`config.mk`:
```
export PLATFORM = sky130hd
export DESIGN_NAME = sgef_lane
export DESIGN_NICKNAME = d
export VERILOG_FILES = /design/src/hw/rtl/stereo_gated_envelope_filter_macros.svh /design/src/hw/rtl/sgef_pkg.sv /design/src/hw/rtl/sgef_lane.sv
export SDC_FILE = /design/constraint.sdc
export NUM_CORES = 2
export LEC_CHECK = 0
export BUFFER_PORTS_ARGS = -buffer_cell sky130_fd_sc_hd__buf_2
export CAP_MARGIN = 20
export CELL_PAD_IN_SITES_DETAIL_PLACEMENT = 0
export CELL_PAD_IN_SITES_GLOBAL_PLACEMENT = 1
export CORE_MARGIN = 4
export CORE_UTILIZATION = 51
export CTS_CLUSTER_SIZE = 25
export DETAILED_ROUTE_END_ITERATION = 16
export PLACE_DENSITY_LB_ADDON = 0.1
export REMOVE_ABC_BUFFERS = 1
export SETUP_SLACK_MARGIN = 0.2
export SLEW_MARGIN = 30
export SYNTH_ARGS = -nofsm -noshare
export SYNTH_HDL_FRONTEND = slang
export SYNTH_SLANG_ARGS = --single-unit
```
`constraint.sdc`:
```
create_clock -name i_clk -period 18.7 [get_ports i_clk]
set_input_delay 1.87 -clock i_clk [delete_from_list [all_inputs] [get_ports i_clk]]
set_output_delay 1.87 -clock i_clk [all_outputs]
set_load 0.03 [all_outputs]
```
`src/hw/rtl/stereo_gated_envelope_filter_macros.svh`:
```
// Assertion helpers for the top-level RTL file.
`ifndef STEREO_GATED_ENVELOPE_FILTER_MACROS_SVH
`define STEREO_GATED_ENVELOPE_FILTER_MACROS_SVH
`ifndef NO_ASSERTIONS
// same-cycle implication
`define SGEF_ASSERT_IMPLIES(lbl, clk, rst_n, ante, cons) \
    lbl: assert property (@(posedge clk) disable iff (!rst_n) (ante) |-> (cons)) \
        else $error("sgef assertion failed");
// next-cycle implication
`define SGEF_ASSERT_NEXT(lbl, clk, rst_n, ante, cons) \
    lbl: assert property (@(posedge clk) disable iff (!rst_n) (ante) |=> (cons)) \
        else $error("sgef assertion failed");
`else
`define SGEF_ASSERT_IMPLIES(lbl, clk, rst_n, ante, cons)
`define SGEF_ASSERT_NEXT(lbl, clk, rst_n, ante, cons)
`endif
`endif

```
`src/hw/rtl/sgef_pkg.sv`:
```
`timescale 1ns / 1ps
package sgef_pkg;
    localparam int DEF_SAMPLE_BITS    = 24;
    localparam int DEF_COEF_FRAC_BITS = 22;
    localparam int REL_FRAC           = 23;
    localparam int CFG_IDX_BITS       = 3;
    localparam int CFG_DATA_BITS      = 24;
    localparam int THR_BITS           = 23;
    localparam int FACT_BITS          = 24;

    localparam logic [FACT_BITS-1:0] FACT_ONE       = 24'd8388608;
    localparam logic [FACT_BITS-1:0] ATTACK_RST     = 24'd12583;

    typedef enum logic [CFG_IDX_BITS-1:0] {
        CFG_THRESHOLD      = 3'd0,
        CFG_TREBLE_RELEASE = 3'd1,
        CFG_BASS_RELEASE   = 3'd2,
        CFG_ATTACK_STEP    = 3'd3,
        CFG_WET_MIX        = 3'd4
    } t_cfg_idx;

    typedef enum logic [3:0] {
        S_IDLE, S_ENV_START, S_ENV_WAIT, S_GATE, S_LP_MUL, S_LP,
        S_HP_MUL, S_HP, S_MIX_MUL, S_MIX, S_DONE
    } t_top_st;

    typedef enum logic [2:0] {
        C_IDLE, C_ATK_MUL, C_ATK, C_TRE_MUL, C_TRE, C_BAS_MUL, C_BAS
    } t_coef_st;

    typedef enum logic [2:0] {
        OP_NONE, OP_GATE, OP_LP_MUL, OP_LP, OP_HP_MUL, OP_HP, OP_MIX_MUL, OP_MIX
    } t_lane_op;

    typedef struct packed {
        t_lane_op op;
        logic     bank;
    } t_lane_ctl;

    typedef struct packed {
        logic done;
        logic gate;
    } t_coef_stat;
endpackage

```
`src/hw/rtl/sgef_lane.sv`:
```
`timescale 1ns / 1ps
// One channel: lowpass/highpass for banks A and B, dry/wet mix, one multiplier.
module sgef_lane #(
    parameter int SAMPLE_BITS    = sgef_pkg::DEF_SAMPLE_BITS,
    parameter int COEF_FRAC_BITS = sgef_pkg::DEF_COEF_FRAC_BITS
) (
    input  logic                           i_clk,
    input  logic                           i_rst_n,
    input  sgef_pkg::t_lane_ctl            i_ctl,
    input  logic signed [SAMPLE_BITS-1:0]  i_x,
    input  logic [COEF_FRAC_BITS+1:0]      i_treble,
    input  logic [COEF_FRAC_BITS+1:0]      i_bass,
    input  logic [sgef_pkg::FACT_BITS-1:0] i_wet,
    output logic signed [SAMPLE_BITS-1:0]  o_y
);
    localparam int CW = COEF_FRAC_BITS + 2;
    localparam int LW = SAMPLE_BITS + 2;
    localparam int AW = SAMPLE_BITS + 4;
    localparam int BW = (COEF_FRAC_BITS + 3 > sgef_pkg::FACT_BITS + 1) ?
                        COEF_FRAC_BITS + 3 : sgef_pkg::FACT_BITS + 1;
    localparam int PW = AW + BW;
    localparam logic [CW-1:0] C_ONE = {2'b01, {COEF_FRAC_BITS{1'b0}}};
    localparam logic signed [AW-1:0] S_MAX = AW'({1'b0, {(SAMPLE_BITS-1){1'b1}}});
    localparam logic signed [AW-1:0] S_MIN = ~S_MAX;

    logic signed [LW-1:0] r_lp [2];
    logic signed [LW-1:0] r_hp [2];
    logic signed [PW-1:0] r_prod;
    logic signed [SAMPLE_BITS-1:0] r_y;

    logic                 w_idx;   // 0: bank A, 1: bank B
    logic signed [LW-1:0] w_xe, w_lp, w_hp;
    logic signed [LW:0]   w_proc;
    logic signed [AW-1:0] w_a, w_y;
    logic signed [BW-1:0] w_b;

    assign w_idx  = ~i_ctl.bank;
    assign w_xe   = LW'(i_x);
    assign w_lp   = r_lp[w_idx];
    assign w_hp   = r_hp[w_idx];
    assign w_proc = (i_treble > i_bass) ? ((LW + 1)'(w_lp) - (LW + 1)'(w_hp)) : '0;
    assign w_y    = AW'(i_x) + AW'(r_prod >>> sgef_pkg::REL_FRAC);

    always_comb begin
        w_a = '0;
        w_b = '0;
        case (i_ctl.op)
            sgef_pkg::OP_LP_MUL: begin
                w_a = AW'(w_xe) - AW'(w_lp);
                w_b = BW'({1'b0, i_treble});
            end
            sgef_pkg::OP_HP_MUL: begin
                w_a = AW'(w_xe) - AW'(w_hp);
                w_b = BW'({1'b0, i_bass});
            end
            sgef_pkg::OP_MIX_MUL: begin
                w_a = AW'(w_proc) - AW'(i_x);
                w_b = BW'({1'b0, i_wet});
            end
            default: ;
        endcase
    end

    always_ff @(posedge i_clk) begin
        if (!i_rst_n) begin
            r_lp[0] <= '0;
            r_lp[1] <= '0;
            r_hp[0] <= '0;
            r_hp[1] <= '0;
        end else begin
            case (i_ctl.op)
                sgef_pkg::OP_GATE: begin
                    r_lp[0] <= w_xe;
                    r_lp[1] <= w_xe;
                    r_hp[0] <= '0;
                    r_hp[1] <= '0;
                end
                sgef_pkg::OP_LP:
                    r_lp[w_idx] <= (i_treble >= C_ONE) ? w_xe :
                                   w_lp + LW'(r_prod >>> COEF_FRAC_BITS);
                sgef_pkg::OP_HP:
                    r_hp[w_idx] <= (i_bass != '0) ?
                                   w_hp + LW'(r_prod >>> COEF_FRAC_BITS) : '0;
                default: ;
            endcase
        end
        r_prod <= w_a * w_b;
        if (i_ctl.op == sgef_pkg::OP_MIX) begin
            if (w_y > S_MAX)      r_y <= S_MAX[SAMPLE_BITS-1:0];
            else if (w_y < S_MIN) r_y <= S_MIN[SAMPLE_BITS-1:0];
            else                  r_y <= w_y[SAMPLE_BITS-1:0];
        end
    end

    assign o_y = r_y;
endmodule

```
==> impl_results.md <==
- Row Count: around 100
- Reg2reg path depth: 40
- Async SR Flop Fraction: 0%
- Top post-synthesis cells by area: fa_1 (35%), ha_1 (11%), edfxtp_1 (9.7%), inv_1 (8.6%), nand2_1 (5.3%)
- Top cell by count, worst path: fa_1
- CTS tree: yes
- Design area: 42500 um2
- Mapped Area: 39800 um2
- Num Clock Sinks: 157
- Critical path's slowest cell: a2111oi_1
- Unrepaired setup endpoints after global routing: no
- Die span in x: 287 um
- Pin count of the biggest net entering global routing: 41
- WHS Path Cells: 2
- DR vias/cell: around 5.7
- Pins Over Slew Limit: 0
- Hold EP: r_lp[0][0]
- CP Launch Type: input pin
- Worst setup margin: 3.43 ns
- Hold Buf Count CTS: 0
- Core Util, Final: between 50% and 60%
- GRT Residual Overflow: 0
- Area delta synth->final: 6.89%
- Worst hold path class: reg -> reg
- Layout cells sized above 1: 6.68%
- Post-Place Worst Slack: roughly 3.0 ns
- Top Ports: around 130
- Die height: 287 um
- First-pass GRT wire length: 202000 um
- Initial antenna violation count: 2
- # nets final: around 5800
- DRT iter0 DRCs: 2409
- Reg2reg end: r_prod[50]
- Relative slew slack: 32.6%
- Final setup viols: 0
- Worst-path clk slew: 0.08 ns
- Yosys warns: 0
- Final HPWL DP: about 110000 um
- Clock buffer depth: 2
- DRT Pass-1 Iters: 5
- CTS Buf Count: 17
- WP data required: between 15 and 20 ns
- Final Wtd Congestion: approximately 0.94
- Dominant synthesized flop cell: edfxtp_1
- Core ar.: 77300 um2
- Fin crit period: 15.27 ns
- Fin Hold WS: approximately 0.8 ns
- Detailed Route WL: ~130000 um
- Tcrit/Tclk final: between 80% and 90%
- Hold Path Origin: r_prod[22]
- Worst path max stage delay: 0.80 ns
- Worst skew pair latency: approximately 0.46 ns
- Worst Path Class, Setup: in -> reg
- Multi-input logic area: roughly 32000 um2
- Vias in the first global route: 33700
- Max Cap Violations: 0
- GRT Util Overall: 32.4%
- EDFF count, synth: 128
- Final hold violations: 0
- Setup skew after layout: 0.0174 ns
- Resize count post-CTS: 0
- WP data arrival: about 16 ns
- Syn_area_per_cell: 8.73 um2
- Critical-path maximum fanout: 40
- Fmax: 0.0655 GHz
- PortBufs: 125
- Initial core utilization: 51.5%
- Cell accounting for the most synthesized area: fa_1
- Share of the synthesized area in the top cell type: 34.7%
- Seq/Total Area, Yosys: 11.1%
- Worst slew pin tran: ~1 ns
- Setup TNS: 0 ns
- Top-count cell post-synth: inv_1
- Die ar.: 82600 um2
- R2r setup slk: 5.53 ns
- Mapped Cells: about 4600
- Yosys cell types: 94
- DRC viols: 0
- CP Capture Type: flop
- CTS root buffer: clkbuf_16
- Seq cells post-synth: 157
- Placed Area: 42000 um2
- Final ANT Viol Nets: 0
- FILL cells: 7411
- Vias: 32400
- Clock H-tree levels: 4
- Critical R2R Launch: r_lp[0][1]
- Routed length per instance: 23.1 um
- Post-CTS Setup Inserts: 0
- Worst VDD drop: 0.0791 mV
- Most frequent cells after synthesis: inv_1 (913), fa_1 (689), nand2_1 (567)
- Area occupied by registers: 4420 um2
- P per Cell Area: 95.6 nW/um2
- Status: complete, no violations
- P_leak: roughly 21 nW
## flip-flops by register name (all words and copies together), names as in the netlist
signal and cells:
r_lp 52, o_y 24, r_hp 52, r_prod 29
## routing by layer
| layer | share of wire, % | vias to the layer above | GRT usage [%] |
|---|---|---|---|
| li1 | - | 14700 | - |
| met2 | 46 | 1308 | 53.3 |
| met1 | 42 | 16200 | 43.9 |
| met3 | 8.0 | 223 | 5.01 |
| met4 | 3.7 | 0 | 10.8 |
| met5 | 0 | - | 0 |
## worst max path at each step
| stage | from | to | slack, ns |
|---|---|---|---|
| 2_1_floorplan | i_ctl[0] | r_prod[50] | 5.67 |
| 5_1_grt | i_ctl[0] | r_prod[49] | 2.53 |
| 3_3_place_gp | i_ctl[0] | r_prod[50] | 3.19 |
| 6_report | i_ctl[0] | r_prod[50] | 3.43 |
| 4_1_cts | i_ctl[0] | r_prod[50] | 3.46 |
| 3_5_place_dp | i_ctl[0] | r_prod[50] | 3.00 |
## report_power, final
group          switching, mW  internal (mW)  leakage [nW]  total (mW)
registers             0.0806          0.482          1.57       0.563
logic                   1.91           1.23          19.2        3.14
clock network          0.172          0.189         0.287       0.360
## area by class of cell
| cell class | instances | area share, % |
|---|---|---|
| Antenna cell | 1 | 0.00588 |
| Clock buffer | 17 | 1.00 |
| Clock inverter | 15 | 0.356 |
| Inverter | 915 | 8.07 |
| Multi-Input combinational cell | 3330 | 74.2 |
| Sequential cell | 157 | 10.4 |
| Tap cell | 1040 | 3.06 |
| Timing Repair Buffer | 206 | 2.91 |
## critical path, delay by kind of cell
family | cells | cell delay, ns
mux | 1 | 0.52
simple gates | 7 | 1.90
buf+inv | 6 | 1.27
xor+xnor | 3 | 0.66
compound gates | 15 | 4.90
fa+ha+maj | 10 | 4.45
## stage by stage
| stage | power (mW) | cells |
|---|---|---|
| after global placement | 3.66 | 5648 |
| after global routing | 4.46 | 5680 |
| after detailed placement | 3.68 | 5648 |
| final | 4.07 | 5681 |
| after floorplan | 2.76 | 4402 |
| after CTS | 4.05 | 5680 |
## cells by family (layout without fill, tap and decap cells)
kind of cell    Yosys count  count (layout)  share of synthesized area, %
flops                   157             157                          11.1
compound gates          754             754                          12.5
other cells               0               1                             0
xor+xnor                183             183                          4.06
fa+ha+maj              1037            1037                          45.6
buf+inv                1073            1153                          10.2
simple gates           1277            1277                          14.5
mux                      79              79                          2.01
## cells in the final DEF, fill, tap and decap left out, types with 10 or more instances in the layout
cell       count
o21a_1        37
o211ai_1      15
o21bai_1      25
a21o_1       112
ha_1         348
nand4_1       17
nor3_1        54
fa_1         689
o21ai_1       15
a211oi_1      23
edfxtp_1     128
or2_2         10
nand3_1       40
a21oi_1      179
dfxtp_1       29
nor2b_1       59
o31ai_1       12
o21ai_0      137
and3_1        15
nand2b_1      56
and2_1        93
or3_1         17
mux2i_1       73
inv_1        913
buf_4         82
nand2_1      565
xor2_1        55
nor2_1       298
a22o_1        30
xnor2_1      127
buf_2        124
nor3b_1       11
clkbuf_16     17
a31oi_1       46
No activity file was read; power rests on OpenSTA's default activity.
