### config.mk
export PLATFORM = sky130hd
export DESIGN_NAME = sgef_coef
export DESIGN_NICKNAME = d
export VERILOG_FILES = /design/src/hw/rtl/stereo_gated_envelope_filter_macros.svh /design/src/hw/rtl/sgef_pkg.sv /design/src/hw/rtl/sgef_coef.sv
export SDC_FILE = /design/constraint.sdc
export NUM_CORES = 2
export LEC_CHECK = 0
export ABC_AREA = 1
export BUFFER_PORTS_ARGS = -buffer_cell sky130_fd_sc_hd__buf_2
export CELL_PAD_IN_SITES_DETAIL_PLACEMENT = 2
export CELL_PAD_IN_SITES_GLOBAL_PLACEMENT = 2
export CORE_UTILIZATION = 34
export DETAILED_ROUTE_END_ITERATION = 8
export PLACE_DENSITY_LB_ADDON = 0.05
export RECOVER_POWER = 50
export SETUP_SLACK_MARGIN = 0.4
export SLEW_MARGIN = 5
export SYNTH_ARGS = -nofsm -noshare
export SYNTH_HDL_FRONTEND = slang
export SYNTH_SLANG_ARGS = --single-unit
### constraint.sdc
create_clock -name i_clk -period 8 [get_ports i_clk]
set_input_delay 1.2 -clock i_clk [delete_from_list [all_inputs] [get_ports i_clk]]
set_output_delay 1.2 -clock i_clk [all_outputs]
set_load 0.05 [all_outputs]
### src/hw/rtl/stereo_gated_envelope_filter_macros.svh
// Assertion helpers for the top-level RTL file.
`ifndef STEREO_GATED_ENVELOPE_FILTER_MACROS_SVH
`define STEREO_GATED_ENVELOPE_FILTER_MACROS_SVH
`ifndef NO_ASSERTIONS
// same-cycle implication
`define SGEF_ASSERT_IMPLIES(lbl, clk, rst_n, ante, cons) \
    lbl: assert property (@(posedge clk) disable iff (!rst_n) (ante) |-> (cons)) \
        else $error("sgef assertion failed");
// next-cycle implication
`define SGEF_ASSERT_NEXT(lbl, clk, rst_n, ante, cons) \
    lbl: assert property (@(posedge clk) disable iff (!rst_n) (ante) |=> (cons)) \
        else $error("sgef assertion failed");
`else
`define SGEF_ASSERT_IMPLIES(lbl, clk, rst_n, ante, cons)
`define SGEF_ASSERT_NEXT(lbl, clk, rst_n, ante, cons)
`endif
`endif

### src/hw/rtl/sgef_pkg.sv
`timescale 1ns / 1ps
package sgef_pkg;
    localparam int DEF_SAMPLE_BITS    = 24;
    localparam int DEF_COEF_FRAC_BITS = 22;
    localparam int REL_FRAC           = 23;
    localparam int CFG_IDX_BITS       = 3;
    localparam int CFG_DATA_BITS      = 24;
    localparam int THR_BITS           = 23;
    localparam int FACT_BITS          = 24;

    localparam logic [FACT_BITS-1:0] FACT_ONE       = 24'd8388608;
    localparam logic [FACT_BITS-1:0] ATTACK_RST     = 24'd12583;

    typedef enum logic [CFG_IDX_BITS-1:0] {
        CFG_THRESHOLD      = 3'd0,
        CFG_TREBLE_RELEASE = 3'd1,
        CFG_BASS_RELEASE   = 3'd2,
        CFG_ATTACK_STEP    = 3'd3,
        CFG_WET_MIX        = 3'd4
    } t_cfg_idx;

    typedef enum logic [3:0] {
        S_IDLE, S_ENV_START, S_ENV_WAIT, S_GATE, S_LP_MUL, S_LP,
        S_HP_MUL, S_HP, S_MIX_MUL, S_MIX, S_DONE
    } t_top_st;

    typedef enum logic [2:0] {
        C_IDLE, C_ATK_MUL, C_ATK, C_TRE_MUL, C_TRE, C_BAS_MUL, C_BAS
    } t_coef_st;

    typedef enum logic [2:0] {
        OP_NONE, OP_GATE, OP_LP_MUL, OP_LP, OP_HP_MUL, OP_HP, OP_MIX_MUL, OP_MIX
    } t_lane_op;

    typedef struct packed {
        t_lane_op op;
        logic     bank;
    } t_lane_ctl;

    typedef struct packed {
        logic done;
        logic gate;
    } t_coef_stat;
endpackage

### src/hw/rtl/sgef_coef.sv
`timescale 1ns / 1ps
// Envelope unit: attack step, gate decision and treble/bass relax on one
// shared multiplier.
module sgef_coef #(
    parameter int SAMPLE_BITS    = sgef_pkg::DEF_SAMPLE_BITS,
    parameter int COEF_FRAC_BITS = sgef_pkg::DEF_COEF_FRAC_BITS
) (
    input  logic                                i_clk,
    input  logic                                i_rst_n,
    input  logic                                i_start,
    input  logic [SAMPLE_BITS-1:0]              i_mag,
    input  logic [sgef_pkg::THR_BITS-1:0]       i_threshold,
    input  logic [sgef_pkg::FACT_BITS-1:0]      i_attack_step,
    input  logic [sgef_pkg::FACT_BITS-1:0]      i_treble_release,
    input  logic [sgef_pkg::FACT_BITS-1:0]      i_bass_release,
    output logic [COEF_FRAC_BITS+1:0]           o_treble,
    output logic [COEF_FRAC_BITS+1:0]           o_bass,
    output sgef_pkg::t_coef_stat                o_stat
);
    localparam int CW = COEF_FRAC_BITS + 2;
    localparam int DW = COEF_FRAC_BITS + 3;
    localparam int MA = (SAMPLE_BITS + 1 > DW) ? SAMPLE_BITS + 1 : DW;
    localparam int MB = sgef_pkg::FACT_BITS + 1;
    localparam int PW = MA + MB;
    localparam int GW = (SAMPLE_BITS > sgef_pkg::THR_BITS) ? SAMPLE_BITS : sgef_pkg::THR_BITS;
    localparam int SW = ((CW > MB) ? CW : MB) + 1;
    localparam logic [CW-1:0] C_ONE = {2'b01, {COEF_FRAC_BITS{1'b0}}};
    localparam logic [CW-1:0] C_TWO = {2'b10, {COEF_FRAC_BITS{1'b0}}};

    sgef_pkg::t_coef_st r_st, n_st;
    logic [CW-1:0]        r_treble, n_treble;
    logic [CW-1:0]        r_bass, n_bass;
    logic signed [PW-1:0] r_prod;

    logic                 w_gate;
    logic signed [DW-1:0] w_diff;
    logic signed [MA-1:0] w_a;
    logic signed [MB-1:0] w_b;
    logic [sgef_pkg::FACT_BITS-1:0] w_atk;
    logic [SW-1:0]        w_tsum;
    logic signed [SW:0]   w_bsub;
    logic signed [PW-1:0] w_rel;
    logic [CW-1:0]        w_bnew;

    assign w_gate = GW'(i_mag) > GW'(i_threshold);
    assign w_diff = signed'(DW'(r_treble)) - signed'(DW'(r_bass));
    assign w_atk  = i_attack_step - sgef_pkg::FACT_BITS'(r_prod >>> SAMPLE_BITS);
    assign w_tsum = SW'(r_treble) + SW'(w_atk);
    assign w_bsub = signed'((SW + 1)'(r_bass)) - signed'((SW + 1)'({w_atk, 1'b0}));
    assign w_rel  = r_prod >>> sgef_pkg::REL_FRAC;
    assign w_bnew = r_treble + CW'(w_rel);

    // next state
    always_comb begin
        n_st = r_st;
        case (r_st)
            sgef_pkg::C_IDLE:    if (i_start) n_st = sgef_pkg::C_ATK_MUL;
            sgef_pkg::C_ATK_MUL: n_st = sgef_pkg::C_ATK;
            sgef_pkg::C_ATK:     n_st = w_gate ? sgef_pkg::C_IDLE : sgef_pkg::C_TRE_MUL;
            sgef_pkg::C_TRE_MUL: n_st = sgef_pkg::C_TRE;
            sgef_pkg::C_TRE:     n_st = sgef_pkg::C_BAS_MUL;
            sgef_pkg::C_BAS_MUL: n_st = sgef_pkg::C_BAS;
            sgef_pkg::C_BAS:     n_st = sgef_pkg::C_IDLE;
            default:             n_st = sgef_pkg::C_IDLE;
        endcase
    end

    // operands and coefficient updates
    always_comb begin
        w_a      = '0;
        w_b      = '0;
        n_treble = r_treble;
        n_bass   = r_bass;
        o_stat   = '0;
        case (r_st)
            sgef_pkg::C_ATK_MUL: begin
                w_a = MA'({1'b0, i_mag});
                w_b = MB'({1'b0, i_attack_step});
            end
            sgef_pkg::C_ATK: begin
                if (w_gate) begin
                    o_stat.done = 1'b1;
                    o_stat.gate = 1'b1;
                    n_treble = (w_tsum > SW'(C_TWO)) ? C_TWO : CW'(w_tsum);
                    n_bass   = w_bsub[SW] ? '0 : CW'(w_bsub);
                end
            end
            sgef_pkg::C_TRE_MUL: begin
                w_a = MA'(w_diff);
                w_b = MB'({1'b0, i_treble_release});
            end
            sgef_pkg::C_TRE: n_treble = r_bass + CW'(w_rel);
            sgef_pkg::C_BAS_MUL: begin
                w_a = MA'(-w_diff);
                w_b = MB'({1'b0, i_bass_release});
            end
            sgef_pkg::C_BAS: begin
                o_stat.done = 1'b1;
                n_bass = (w_bnew > C_ONE) ? C_ONE : w_bnew;
            end
            default: ;
        endcase
    end

    always_ff @(posedge i_clk) begin
        if (!i_rst_n) begin
            r_st     <= sgef_pkg::C_IDLE;
            r_treble <= C_ONE;
            r_bass   <= '0;
        end else begin
            r_st     <= n_st;
            r_treble <= n_treble;
            r_bass   <= n_bass;
        end
        r_prod <= w_a * w_b;
    end

    assign o_treble = r_treble;
    assign o_bass   = r_bass;
endmodule

==> summary.md <==
| Metric | Value |
|---|---|
| Worst R2R Setup Slack | -1420 ps |
| Avg Cell Area, Syn | 7.09 sq um |
| Die footprint | 105000 sq um |
| Post-DR vias/cell | 5.49 |
| Routed Antenna Nets | 0 |
| Initial Util | 34.5% |
| Register area share after synthesis | 4.32% |
| Routed WL | 209 mm |
| CP Class | reg -> reg |
| Pins Over Slew Limit | 47 |
| Critical path buffers and inverters | 12 |
| Site row count | 117 |
| Asr flop ratio synth | 0% |
| Vias post-DR | 39000 |
| RSZ-0062 raised after global routing | true |
| Clk_lat worst skew | 390 ps |
| Maximum vdd drop | 0.108 mV |
| CTS tree | built |
| Unique cell type count in the Yosys netlist | 58 |
| Hold slack | 654 ps |
| Routed WL per cell | 29.5 um |
| Worst R2R Start | o_treble[0]$_SDFFE_PN0P_ |
| Failing checks | max-capacitance violations, max-slew violations, negative setup slack |
| CTS max path bufs | 2 |
| Final Util | 44.5% |
| Actual slew at the worst max-slew pin | 2470 ps |
| YS warnings | 0 |
| PortBufs | 171 |
| Post-synth EDFFs | 0 |
| Layout fillers | 12000 |
| Seq cells post-synth | 76 |
| Clock-pin transition on the worst setup and hold timing paths | 80 ps |
| Vias in the first global route | 42300 |
| Core area | 102000 sq um |
| Leak | 0.0235 uW |
| Critical path's most frequent cell | inv_2 |
| Max_slew headroom | -64.4% |
| Clk root buf | clkbuf_16 |
| Worst R2R End | r_prod[47]$_DFF_P_ |
| Die Ht | 324 um |
| Reg2reg path depth | 45 |
| Initial DRC count | 3065 |
| Die width | 324 um |
| Worst Setup EP | r_prod[47]$_DFF_P_ |
| Endpoints failing setup | 25 |
| CP startpoint | o_treble[0]$_SDFFE_PN0P_ |
| Hold crit path type | reg -> reg |
| Final Hold Fails | 0 |
| Worst Path Required | 8300 ps |
| Tot GR Track Use | 37.2% |
| CP Depth | 45 |
| Tmin final | 9420 ps |
| Worst path arrival time | 9720 ps |
| Final Skew | 23.8 ps |
| IO Pins | 172 |
| H-tree Lvls | 3 |
| CP endpoint kind | register |
| Initial antenna violation count | 18 |
| First-pass GRT wire length | 283 mm |
| HPWL Detailed | 162 mm |
| Pwr dens | 191 nW/um^2 |
| Syn Inst Count | 4972 |
| Drt first pass iters | 6 |
| Routability cong. | 0.958 |
| Cts bufs inserted | 9 |
| Max frequency | 0.106 GHz |
| Placed Cells | 6977 |
| Setup WS post-layout | -1420 ps |
| DRC | 0 |
| Post-Syn Area | 35200 sq um |
| Largest net degree at the start of global routing | 47 |
| Post-Layout Cell Count | 7094 |
| Syn nets | 6014 |
| Status | finished with violations |
| Layout cell share with drive strength beyond 1 | 23.0% |
| Grt ovf | 0 |
| Top FF cell, synth | dfxtp_1 |
| Sink Count | 76 |
| Fin crit share | 118% |
| Worst path max stage delay | 630 ps |
| Area growth syn-to-layout | 29.2% |
| Maximum capacitance violations | 1 |
| Setup crit start kind | register |
| Final net count | 6760 |
| Maximum fanout along the worst path | 8 |
| Crit path max-delay family | adder cells |
| CP max-delay cell | fa_2 |
kinds of logic (layout without fill, tap and decap cells):
kind of cell	count (synthesis)	count (layout)	share of synthesized area (%)
AOI/OAI and AO/OA	619	619	9.44
other	0	3	0
DFF	76	76	4.32
buffers and inverters	1344	2095	14.6
adders and majority gates	920	920	45.9
and+or+nand+nor	1901	1901	22.8
xor gates and xnor gates	112	112	2.84
metrics by stage:
stage	TNS [ps]	total power [uW]	setup slack [ps]	instance area [sq um]
final	-29360	8700	-1420	45500
after global routing	-33780	9160	-1540	45500
after CTS	-14660	8180	-730	44800
after detailed placement	-25910	7260	-1210	42800
after global placement	-18220	7050	-984	42800
after floorplan	-129	4240	-121	35800
area by class of cell:
type | count | area (sq um) | area share (%)
flip-flops and latches | 76 | 1550 | 3.41
clock buffers | 11 | 233 | 0.511
multi-input cells | 3552 | 30400 | 66.8
well taps | 1368 | 1710 | 3.76
clock inverters | 5 | 60.1 | 0.132
repair buffers | 853 | 6890 | 15.1
diodes | 3 | 7.51 | 0.0165
inverters | 1226 | 4650 | 10.2
placed cells by master, fill, tap and decap left out, types with 11 or more instances in the layout:
| master | count |
|---|---|
| inv_1 | 1125 |
| nand2_1 | 1039 |
| fa_1 | 578 |
| buf_4 | 564 |
| nor2_1 | 376 |
| a21oi_1 | 289 |
| ha_1 | 262 |
| o21ai_0 | 169 |
| nand3_1 | 134 |
| buf_2 | 124 |
| nand2_2 | 88 |
| inv_2 | 75 |
| xor2_1 | 59 |
| buf_12 | 58 |
| buf_6 | 58 |
| dfxtp_1 | 57 |
| nand4_1 | 52 |
| clkbuf_1 | 49 |
| nor2_4 | 46 |
| fa_2 | 44 |
| xnor2_1 | 41 |
| ha_4 | 32 |
| nor2_2 | 28 |
| nand2_4 | 25 |
| a21oi_2 | 25 |
| nor3_1 | 24 |
| nand3_2 | 18 |
| a21oi_4 | 17 |
| dfxtp_2 | 17 |
| nand3b_1 | 14 |
| and2_1 | 13 |
| o21ai_1 | 13 |
| a31oi_1 | 13 |
| o211ai_1 | 13 |
| a22oi_1 | 12 |
| o21bai_1 | 12 |
| o21a_1 | 12 |
| clkinv_1 | 11 |
per-layer routing:
| metal | part of all wire (%) | global-route usage (%) | vias up |
|---|---|---|---|
| li1 | - | - | 16500 |
| met1 | 41 | 49.8 | 20200 |
| met2 | 45 | 59.6 | 1778 |
| met3 | 9.1 | 7.74 | 556 |
| met4 | 4.9 | 12.0 | 16 |
| met5 | 0.048 | 0 | - |
cell usage after synthesis (all sizes together), types with 2 or more instances:
| cell type | instances | area share (%) |
|---|---|---|
| clkbuf | 70 | 0.75 |
| dfxtp | 76 | 4.3 |
| a22o | 2 | 0.050 |
| nand3 | 155 | 2.4 |
| o22ai | 2 | 0.036 |
| a31oi | 20 | 0.36 |
| nor4 | 12 | 0.21 |
| a22oi | 12 | 0.26 |
| fa | 622 | 35 |
| nand2 | 1156 | 13 |
| o21ai | 192 | 2.7 |
| buf | 46 | 0.76 |
| a21o | 8 | 0.17 |
| dlygate4sd1 | 2 | 0.050 |
| nor2 | 450 | 5.3 |
| o221ai | 2 | 0.050 |
| and2 | 13 | 0.23 |
| o21a | 13 | 0.28 |
| nor3 | 36 | 0.54 |
| xnor2 | 44 | 1.1 |
| o21bai | 14 | 0.31 |
| nand3b | 14 | 0.30 |
| o31ai | 2 | 0.043 |
| inv | 1211 | 13 |
| and3 | 3 | 0.053 |
| nand2b | 2 | 0.036 |
| or2 | 6 | 0.11 |
| a21boi | 4 | 0.085 |
| ha | 298 | 11 |
| o211ai | 13 | 0.28 |
| a21oi | 331 | 4.7 |
| clkinv | 15 | 0.16 |
| nand4 | 53 | 0.96 |
| xor2 | 67 | 1.7 |
tightest hold or removal path, stage by stage (launching register included):
cell and delay [ps]:
dfxtp_1 370, nand2_1 160, a21oi_1 80
repair_timing:
item | in CTS | in global routing
pin swaps | 164 | 96
hold buffers | 0 | 0
gates cloned | 1 | 0
setup buffers | 67 | 30
setup endpoints to repair | 25 | 25
gates resized for setup | 304 | 145
power by group:
part	internal, uW	switching, uW	total, uW
Combinational	2680	4950	7630
Sequential	449	154	603
Clock	244	224	469
Total	3380	5320	8700
sequential cells by signal (all words and copies together) (netlist names):
name      count
o_bass       24
r_prod       25
r_st          3
o_treble     24
how the worst min path moves through the flow:
stage / from / end / slack (ps) / cells after the start
final: r_st[0]$_SDFFE_PN0P_ / r_st[1]$_SDFFE_PN0P_ / 650 / 2
after global routing: r_st[0]$_SDFFE_PN0P_ / r_st[1]$_SDFFE_PN0P_ / 680 / 2
after CTS: r_st[0]$_SDFFE_PN0P_ / r_st[1]$_SDFFE_PN0P_ / 660 / 2
after detailed placement: o_treble[0]$_SDFFE_PN0P_ / o_treble[0]$_SDFFE_PN0P_ / 650 / 4
after global placement: r_st[0]$_SDFFE_PN0P_ / r_st[1]$_SDFFE_PN0P_ / 630 / 2
after floorplan: r_st[0]$_SDFFE_PN0P_ / r_st[1]$_SDFFE_PN0P_ / 520 / 2
Power figures use the tool's default switching activity.
